File: src/hdl/tpt_pkg.sv
// Shared types and constants for the two-pointer touch tracker.
`timescale 1ns / 1ps
package tpt_pkg;

  localparam int unsigned POINTERS   = 2;
  localparam int unsigned COORD_BITS = 16;

  typedef logic signed [COORD_BITS-1:0] coord_t;

  typedef enum logic [1:0] {
    OpPress   = 2'd0,
    OpDrag    = 2'd1,
    OpRelease = 2'd2,
    OpOther   = 2'd3
  } opcode_e;

  // slot code: pointer 0, pointer 1, or empty
  typedef logic [1:0] slot_t;
  localparam slot_t SlotNone = 2'd2;

  typedef struct packed {
    coord_t x;
    coord_t y;
  } point_t;

  typedef struct packed {
    opcode_e opcode;
    logic    pointer_id;
    coord_t  pos_x;
    coord_t  pos_y;
    logic    on_target;
  } in_item_t;

  typedef struct packed {
    logic       accepted;
    logic       repeat_press;
    logic [1:0] touch_count;
    coord_t     lead_x;
    coord_t     lead_y;
    coord_t     follow_x;
    coord_t     follow_y;
    coord_t     lead_start_x;
    coord_t     lead_start_y;
    coord_t     follow_start_x;
    coord_t     follow_start_y;
  } out_item_t;

endpackage

File: src/hdl/tpt_core.sv
// Pointer state registers and the per-item update and result logic.
`timescale 1ns / 1ps
module tpt_core (
  input  logic              clk_i,
  input  logic              rst_ni,
  input  logic              fire_i,
  input  tpt_pkg::in_item_t item_i,
  output tpt_pkg::out_item_t result_o
);
  import tpt_pkg::*;

  logic [POINTERS-1:0]         held_q, held_d;
  logic [POINTERS-1:0]         aimed_q, aimed_d;
  point_t [POINTERS-1:0]       cur_q, cur_d;
  point_t [POINTERS-1:0]       start_q, start_d;
  logic [1:0]                  count_q, count_d;
  slot_t                       first_q, first_d;
  slot_t                       second_q, second_d;

  logic   id;
  logic   ev_ok;
  logic   outside;
  logic   lead_id;
  logic   follow_id;
  point_t pos;

  assign id      = item_i.pointer_id;
  assign outside = |(held_q & ~aimed_q);
  assign pos     = '{x: item_i.pos_x, y: item_i.pos_y};

  always_comb begin
    ev_ok    = 1'b1;
    held_d   = held_q;
    aimed_d  = aimed_q;
    cur_d    = cur_q;
    start_d  = start_q;
    count_d  = count_q;
    first_d  = first_q;
    second_d = second_q;
    case (item_i.opcode)
      OpPress: begin
        ev_ok = ~held_q[id];
        if (ev_ok) begin
          if (count_q == 2'd0) begin
            first_d = {1'b0, id};
          end else if (count_q == 2'd1) begin
            second_d = {1'b0, id};
          end
          cur_d[id]   = pos;
          start_d[id] = pos;
          held_d[id]  = 1'b1;
          aimed_d[id] = item_i.on_target & ~outside;
          count_d     = count_q + 2'd1;
        end
      end
      OpDrag: begin
        ev_ok = held_q[id];
        if (ev_ok) begin
          cur_d[id] = pos;
        end
      end
      OpRelease: begin
        ev_ok = held_q[id];
        if (ev_ok) begin
          if (count_q == 2'd1) begin
            first_d = SlotNone;
          end else if (count_q == 2'd2) begin
            first_d  = {1'b0, ~id};
            second_d = SlotNone;
          end
          held_d[id] = 1'b0;
          count_d    = count_q - 2'd1;
        end
      end
      default: ev_ok = 1'b1;
    endcase
  end

  assign lead_id   = (first_d == SlotNone) ? 1'b0 : first_d[0];
  assign follow_id = (second_d == SlotNone) ? 1'b1 : second_d[0];

  always_comb begin
    result_o.accepted       = ev_ok & aimed_d[id];
    result_o.repeat_press   = ~ev_ok & (item_i.opcode == OpPress);
    result_o.touch_count    = count_d;
    result_o.lead_x         = cur_d[lead_id].x;
    result_o.lead_y         = cur_d[lead_id].y;
    result_o.follow_x       = cur_d[follow_id].x;
    result_o.follow_y       = cur_d[follow_id].y;
    result_o.lead_start_x   = start_d[lead_id].x;
    result_o.lead_start_y   = start_d[lead_id].y;
    result_o.follow_start_x = start_d[follow_id].x;
    result_o.follow_start_y = start_d[follow_id].y;
  end

  always_ff @(posedge clk_i or negedge rst_ni) begin
    if (!rst_ni) begin
      held_q   <= '0;
      aimed_q  <= '0;
      cur_q    <= '0;
      start_q  <= '0;
      count_q  <= 2'd0;
      first_q  <= SlotNone;
      second_q <= SlotNone;
    end else if (fire_i) begin
      held_q   <= held_d;
      aimed_q  <= aimed_d;
      cur_q    <= cur_d;
      start_q  <= start_d;
      count_q  <= count_d;
      first_q  <= first_d;
      second_q <= second_d;
    end
  end

endmodule

File: src/hdl/two_touch_pointer_tracker_unit.sv
// Top level: input register, tracker core and result register.
//
//   channel | direction | handshake             | payload
//   in      | input     | in_valid_i/in_stall_o  | in_item_i  (in_item_t)
//   out     | output    | out_valid_o/out_stall_i| out_item_o (out_item_t)
//
// One item per cycle while the output is not stalled; a taken item passes
// through the input register, then the core update into the result register.
// Reset clears all pointer state, empties both order slots and the pipeline.
// A stalled result holds the result register; the input register then holds
// its item and in_stall_o rises until the result is taken.
`timescale 1ns / 1ps
module two_touch_pointer_tracker_unit (
  input  logic               clk_i,
  input  logic               rst_ni,
  input  logic               in_valid_i,
  output logic               in_stall_o,
  input  tpt_pkg::in_item_t  in_item_i,
  output logic               out_valid_o,
  input  logic               out_stall_i,
  output tpt_pkg::out_item_t out_item_o
);
  import tpt_pkg::*;

  logic      s1_valid_q;
  in_item_t  s1_item_q;
  logic      out_valid_q;
  out_item_t out_item_q;
  out_item_t result;
  logic      adv;
  logic      fire;
  logic      in_acc;

  assign adv        = ~out_valid_q | ~out_stall_i;
  assign fire       = s1_valid_q & adv;
  assign in_stall_o = s1_valid_q & ~adv;
  assign in_acc     = in_valid_i & ~in_stall_o;

  tpt_core u_core (
    .clk_i   (clk_i),
    .rst_ni  (rst_ni),
    .fire_i  (fire),
    .item_i  (s1_item_q),
    .result_o(result)
  );

  always_ff @(posedge clk_i or negedge rst_ni) begin
    if (!rst_ni) begin
      s1_valid_q  <= 1'b0;
      out_valid_q <= 1'b0;
    end else begin
      if (in_acc) begin
        s1_valid_q <= 1'b1;
      end else if (adv) begin
        s1_valid_q <= 1'b0;
      end
      if (fire) begin
        out_valid_q <= 1'b1;
      end else if (!out_stall_i) begin
        out_valid_q <= 1'b0;
      end
    end
  end

  always_ff @(posedge clk_i) begin
    if (in_acc) begin
      s1_item_q <= in_item_i;
    end
    if (fire) begin
      out_item_q <= result;
    end
  end

  assign out_valid_o = out_valid_q;
  assign out_item_o  = out_item_q;

endmodule

File: config.mk
export PLATFORM = sky130hd
export DESIGN_NAME = two_touch_pointer_tracker_unit
export DESIGN_NICKNAME = d
export VERILOG_FILES = /design/src/hdl/tpt_pkg.sv /design/src/hdl/tpt_core.sv /design/src/hdl/two_touch_pointer_tracker_unit.sv
export SDC_FILE = /design/constraint.sdc
export NUM_CORES = 1
export LEC_CHECK = 0
export BUFFER_PORTS_ARGS = -buffer_cell sky130_fd_sc_hd__buf_4
export CAP_MARGIN = 30
export CORE_MARGIN = 1
export CORE_UTILIZATION = 47
export DETAILED_ROUTE_END_ITERATION = 6
export GPL_TIMING_DRIVEN = 0
export PLACE_DENSITY = 0.67
export SLEW_MARGIN = 40
export SYNTH_ARGS = -nofsm -noshare
export SYNTH_HDL_FRONTEND = slang
export SYNTH_SLANG_ARGS = --single-unit
File: constraint.sdc
create_clock -name clk_i -period 7.7 [get_ports clk_i]
set_input_delay 0.77 -clock clk_i [delete_from_list [all_inputs] [get_ports clk_i]]
set_output_delay 0.77 -clock clk_i [all_outputs]
set_load 0.03 [all_outputs]
# Word-level counts from Yosys, hierarchy flattened
# Cells that the tools add are included.
dict set report classes {
  addsub 2
  multipliers 0
  n_div 0
  order_cmp 4
  eq_ne 9
  shift 0
  mux 52
  n_bitwise 20
  n_reduce_logical 8
}
# operator n
set op_table {}
lappend op_table {{32-bit 2-to-1 mux} 9}
lappend op_table {{64-bit 2-to-1 mux} 4}
lappend op_table {{64-bit bitwise mux} 2}
lappend op_table {{64-bit one-hot mux with 2 select lines} 1}
lappend op_table {{2-bit 2-to-1 mux} 17}
lappend op_table {{32-bit demux with 1-bit select} 1}
lappend op_table {{2-bit one-hot mux with 2 select lines} 4}
lappend op_table {{1-bit 2-to-1 mux} 11}
lappend op_table {{2-bit equality test, second input constant} 4}
lappend op_table {{1-bit NOT} 8}
lappend op_table {{1-bit bitwise AND} 6}
lappend op_table {{1-bit by 2-bit less-than comparator with 1-bit output, second input constant} 3}
lappend op_table {{2-bit bitwise AND} 2}
lappend op_table {{2-bit by 1-bit equality test with 1-bit output, second input constant} 2}
lappend op_table {{2-bit zero test} 2}
lappend op_table {{2-bit by 1-bit != test with 1-bit output, second input constant} 2}
lappend op_table {{2-bit NOT} 2}
lappend op_table {{4-bit AND reduction} 1}
lappend op_table {{2-bit nonzero test} 2}
lappend op_table {{2-bit OR reduction} 2}
lappend op_table {{2-bit by 1-bit adder with 2-bit output, second input constant} 1}
lappend op_table {{2-bit bitwise mux} 1}
lappend op_table {{2-bit != test, second input constant} 1}
lappend op_table {{2-bit OR} 1}
lappend op_table {{6 further kinds} 6}
dict set report totals {
  reg_bits 308
  latch_bits 0
  ram_bits 0
  rom_bits 0
  input_bits 40
  output_inout_bits 134
  wordCells 126
  memories 0
}

# Depth between registers and ports, before layout
dict set report logic_depth {
  ltp_word 11
  ltp_mapped 10
  mapped_depth_nobuf 7
}

# Cells and area by module
# From an unflattened synthesis, not the netlist that was laid out.
dict set report hier_totals {
  cells_unflattened 1102
  area_unflattened_um2 14823.0
}
# mod instances cells_each area_each_um2 seq_area_each_um2
set by_module_without_submodules {}
lappend by_module_without_submodules {tpt_core 1 926 9685.5 3429.5}
lappend by_module_without_submodules {two_touch_pointer_tracker_unit 1 176 5137.4 5094.9}

# Least setup slack after synthesis
# Ideal clock, no wire load.
dict set report synth_path {
  path_kind {input to register}
  start {input port out_stall_i}
  end {register u_core.start_q[55] (netlist name)}
  setup_time_ns 0.324
  arrival_time_ns 5.663
  t_required_ns 7.376
  slack_ns 1.713
  stages 7
  path_buffers 3
  cell_sequence {nand2_1 > nand2_1 > inv_1 > clkbuf_1 > clkbuf_1 > buf_1 > a21oi_1}
}
dict set report synth_via {
  elab_chain_len 3
}
# item line_no
set synth_lines {}
lappend synth_lines {{start, declared} two_touch_pointer_tracker_unit.sv:20} ;# input logic out_stall_i,
lappend synth_lines {{1-bit NOT} two_touch_pointer_tracker_unit.sv:34} ;# assign adv = ~out_valid_q | ~out_stall_i;
lappend synth_lines {{1-bit OR} two_touch_pointer_tracker_unit.sv:34}
lappend synth_lines {{1-bit bitwise AND} two_touch_pointer_tracker_unit.sv:35} ;# assign fire = s1_valid_q & adv;
lappend synth_lines {{net fire} two_touch_pointer_tracker_unit.sv:31} ;# logic fire;
lappend synth_lines {{end signal, assigned} tpt_core.sv:109} ;# start_q <= start_d;
lappend synth_lines {{end, declared} tpt_core.sv:15} ;# point_t [POINTERS-1:0] start_q, start_d;
# The timed path passes the listed nets, and every way through them passes these cells.
# A chain may end at the register's enable or synchronous reset.

==> impl_metrics.py <==
metrics = {
    "yosys": {
        "synth_edf_count": 168,
        "synthCells": 1193,
        "synth-main-ff-cell": "sky130_fd_sc_hd__edfxtp_1",
        "post_synth_main_area_contributors": "sky130_fd_sc_hd__edfxtp_1 35%, sky130_fd_sc_hd__dfrtp_1 24%, sky130_fd_sc_hd__mux2i_1 16%, sky130_fd_sc_hd__nor2_1 4.1%, sky130_fd_sc_hd__a21oi_1 3.4%",
        "ys_async_sr_fraction_pct": 45.3,
        "postSynthRegisterBits": 307,
        "post_synth_instance_area_um2": 14300,
        "seq_area_frac_synth_pct": 59.4,
        "synth.net_count": 1241,
        "yosysTopAreaCell": "sky130_fd_sc_hd__edfxtp_1",
        "synthDistinctLibCells": 40,
        "yosysTopAreaCellShare_pct": 35.2,
        "yosysWarnings": 0,
        "syn_area_per_cell_um2": 12.0,
    },
    "sta": {
        "max_slew_margin_pct": 45.0,
        "unrepaired_setup_endpoints_after_global_routing": "no",
        "maxSlewViolCount": 0,
        "max_freq_ghz": 0.308,
        "final-hold-violation-count": 0,
        "fin_hold_ws_ps": 46.6,
        "period_minus_slack_ps": 3240,
        "worst_pin_slew_ps": 826,
        "final_number_of_setup_violating_endpoints": 0,
        "final_min_period_over_clock_period_pct": 42.1,
        "final.setup_skew_ps": 26.4,
    },
    "placed_design": {
        "routabilityCongestion": 0.873,
        "post_dp_cell_area_um2": 16400,
        "portBuffers": 173,
        "detailed_place_hpwl_um": 25600,
        "placed_cells": 1766,
    },
    "worst_setup_path": {
        "timing.critical_path.cells": "inv_1 -> ha_1 -> clkbuf_1 -> nor3b_1 -> o21ai_1 -> clkbuf_1 -> a22oi_1 -> mux2i_1",
        "timing.critical_path.buf_inv": 3,
        "end_kind": "register",
        "critical_path_peak_fanout": 10,
        "worst_path_most_repeated_cell": "sky130_fd_sc_hd__clkbuf_1",
        "setup.worst_path.start_class": "register",
        "crit_arrival_ps": 3550,
        "critPathKind": "register to register",
        "cp.required_ps": 8000,
        "critPathSlowestCell": "sky130_fd_sc_hd__clkbuf_1",
        "cp_top_family": "buffers and inverters",
        "critPathMaxStageDelay_ps": 620,
    },
    "layout": {
        "drive_gt1_share_pct": 21.3,
        "final_util_pct": 58.9,
        "area_growth_pct": 22.7,
        "layout.nets": 1461,
        "antenna_cells": 0,
        "layout.cells.non_filler": 1829,
        "stdcell_area_um2": 17600,
    },
    "clock_tree": {
        "clock-root-buffer": "sky130_fd_sc_hd__clkbuf_16",
        "clock_insertion_delay_worst_skew_ps": 520,
        "cts.htree.levels": 2,
        "clock-sinks": 307,
        "clk_path_buf_depth": 3,
        "path_clk_slew_ps": 60,
        "cts_made_buffers": 35,
        "setup_fix_buffers_added_after_clock_tree_synthesis": 0,
        "cts_repair_resize_count": 0,
        "post_cts_hold_buffer_count": 0,
        "cts_tree": "yes",
    },
    "global_route": {
        "track_usage_pct": 24.2,
        "grt_antenna_before_repair": 0,
        "grt_pass1_vias": 10300,
        "grt_first_pass_wirelength_um": 57800,
        "largest_net_degree_at_the_start_of_global_routing": 69,
        "grt_overflow_total": 0,
    },
    "power_and_ir_drop": {
        "power.total_mw": 5.91,
        "leakagePower_nw": 7.70,
        "power.ir.vdd_worst_mv": 0.149,
        "power.density_cell_area_nw_per_um2": 336,
    },
    "detailed_routing": {
        "post_drt_wl_per_cell_um": 20.6,
        "first_iter_violations": 980,
        "routed-via-count": 10600,
        "drt-pass1-iter-count": 5,
        "avgViaCountPerCell": 5.78,
        "routed_wirelength_um": 37700,
        "detail_route.drc_violations": 0,
        "antenna_left": 0,
    },
    "floorplan": {
        "die_area_um2": 31200,
        "fp-row-count": 63,
        "chipHeight_um": 177,
        "io_pins": 174,
        "start_util_pct": 48.0,
        "die_span_x_um": 177,
        "core_area_um2": 29900,
    },
    "outcome": {
        "outcome": "finished clean",
    },
    "flow_run": {
        "max-cap-violations": 0,
    },
    "min_path": {
        "worst_hold_path_type": "input pin to async pin",
    },
}
==> cells by family (layout without fill, tap and decap cells) <==
logic type / count (synthesis) / in the layout / share of synthesized area (%)
and+or+nand+nor: 256 / 256 / 7.44
buffers and inverters: 97 / 343 / 3.07
AOI/OAI and AO/OA: 265 / 265 / 10.9
muxes: 260 / 260 / 18.5
DFF: 307 / 307 / 59.4
adders and majority gates: 8 / 8 / 0.698
==> Yosys cell counts (3+ instances only) <==
cell,n
sky130_fd_sc_hd__buf_1,9
sky130_fd_sc_hd__nand2_1,47
sky130_fd_sc_hd__mux2_2,32
sky130_fd_sc_hd__clkbuf_1,52
sky130_fd_sc_hd__nand2b_1,4
sky130_fd_sc_hd__buf_6,7
sky130_fd_sc_hd__inv_1,10
sky130_fd_sc_hd__nor3_1,33
sky130_fd_sc_hd__a31oi_1,35
sky130_fd_sc_hd__nor3b_1,3
sky130_fd_sc_hd__edfxtp_1,168
sky130_fd_sc_hd__a22oi_1,55
sky130_fd_sc_hd__buf_2,19
sky130_fd_sc_hd__dfrtp_1,138
sky130_fd_sc_hd__o22ai_1,4
sky130_fd_sc_hd__a21o_1,10
sky130_fd_sc_hd__and3_1,3
sky130_fd_sc_hd__a21oi_1,97
sky130_fd_sc_hd__ha_1,8
sky130_fd_sc_hd__o21ai_0,55
sky130_fd_sc_hd__nor2_1,156
sky130_fd_sc_hd__mux2i_1,226
sky130_fd_sc_hd__and2_1,3
==> worst reg2reg max path, stage by stage, from the launching register on <==
cell                       delay, ps
sky130_fd_sc_hd__edfxtp_1        450
sky130_fd_sc_hd__inv_1           130
sky130_fd_sc_hd__ha_1            310
sky130_fd_sc_hd__clkbuf_1        380
sky130_fd_sc_hd__nor3b_1         100
sky130_fd_sc_hd__o21ai_1         480
sky130_fd_sc_hd__clkbuf_1        620
sky130_fd_sc_hd__a22oi_1         240
sky130_fd_sc_hd__mux2i_1         330
==> final cells by class <==
| cell class | count | area, µm² |
|---|---|---|
| Sequential cell | 307 | 8520 |
| Buffer | 87 | 409 |
| Clock buffer | 52 | 1050 |
| Timing Repair Buffer | 183 | 1560 |
| Multi-Input combinational cell | 789 | 5390 |
| Fill cell | 2403 | 12300 |
| Clock inverter | 11 | 141 |
| Inverter | 10 | 37.5 |
| Tap cell | 390 | 488 |
==> layer usage <==
metal / part of all wire, % / GRT usage, %
met5: 0 / 0
met4: 2.9 / 9.02
met3: 6.9 / 3.84
met2: 46 / 38.1
met1: 44 / 33.7
==> registers in the layout, indices dropped and copies added, names as in the netlist, named ones only <==
register / count
s1_item_q: 36
s1_valid_q: 1
u_core.second_q: 2
out_valid_o: 1
u_core.first_q: 1
u_core.cur_q: 64
u_core.start_q: 64
u_core.aimed_q: 2
u_core.count_q: 2
out_item_o: 132
==> through the flow <==
| step | setup WS [ps] | TNS [ps] |
|---|---|---|
| after floorplan | 1710 | 0 |
| after global placement | -743 | -88120 |
| after detailed placement | 4190 | 0 |
| after CTS | 4580 | 0 |
| after global routing | 4350 | 0 |
| final | 4460 | 0 |
==> report_power, final <==
group / switching [mW] / leakage, nW / internal [mW]
sequential: 0.166 / 3.40 / 2.18
clock: 0.662 / 0.577 / 1.05
combinational: 1.12 / 3.72 / 0.728
total: 1.95 / 7.70 / 3.96
==> layout by cell type (no fill, tap or decap), types with 22 or more instances in the layout <==
master and n:
sky130_fd_sc_hd__a21oi_1 97, sky130_fd_sc_hd__a22oi_1 55, sky130_fd_sc_hd__a31oi_1 35, sky130_fd_sc_hd__buf_2 22, sky130_fd_sc_hd__buf_4 172, sky130_fd_sc_hd__clkbuf_1 59
sky130_fd_sc_hd__clkbuf_16 38, sky130_fd_sc_hd__dfrtp_1 138, sky130_fd_sc_hd__edfxtp_1 168, sky130_fd_sc_hd__mux2_2 32, sky130_fd_sc_hd__mux2i_1 226, sky130_fd_sc_hd__nand2_1 47
sky130_fd_sc_hd__nor2_1 156, sky130_fd_sc_hd__nor3_1 33, sky130_fd_sc_hd__o21ai_0 55
==> final timing paths <==
kind | startpoint | endpoint | slack (ps) | cells after the start
worst min-delay path | rst_ni | u_core.start_q[5] | 50 | 1
worst max register to register | s1_item_q[34] | out_item_o[97] | 4460 | 8
max in group asynchronous | rst_ni | u_core.cur_q[62] | 7090 | 2
worst min register to register | u_core.cur_q[18] | u_core.cur_q[18] | 480 | 2
min in group clk_i | in_item_i[28] | s1_item_q[28] | 430 | 1
worst max-delay path | s1_item_q[34] | out_item_o[97] | 4460 | 8
Note: power is estimated with default switching activity, not from simulation.
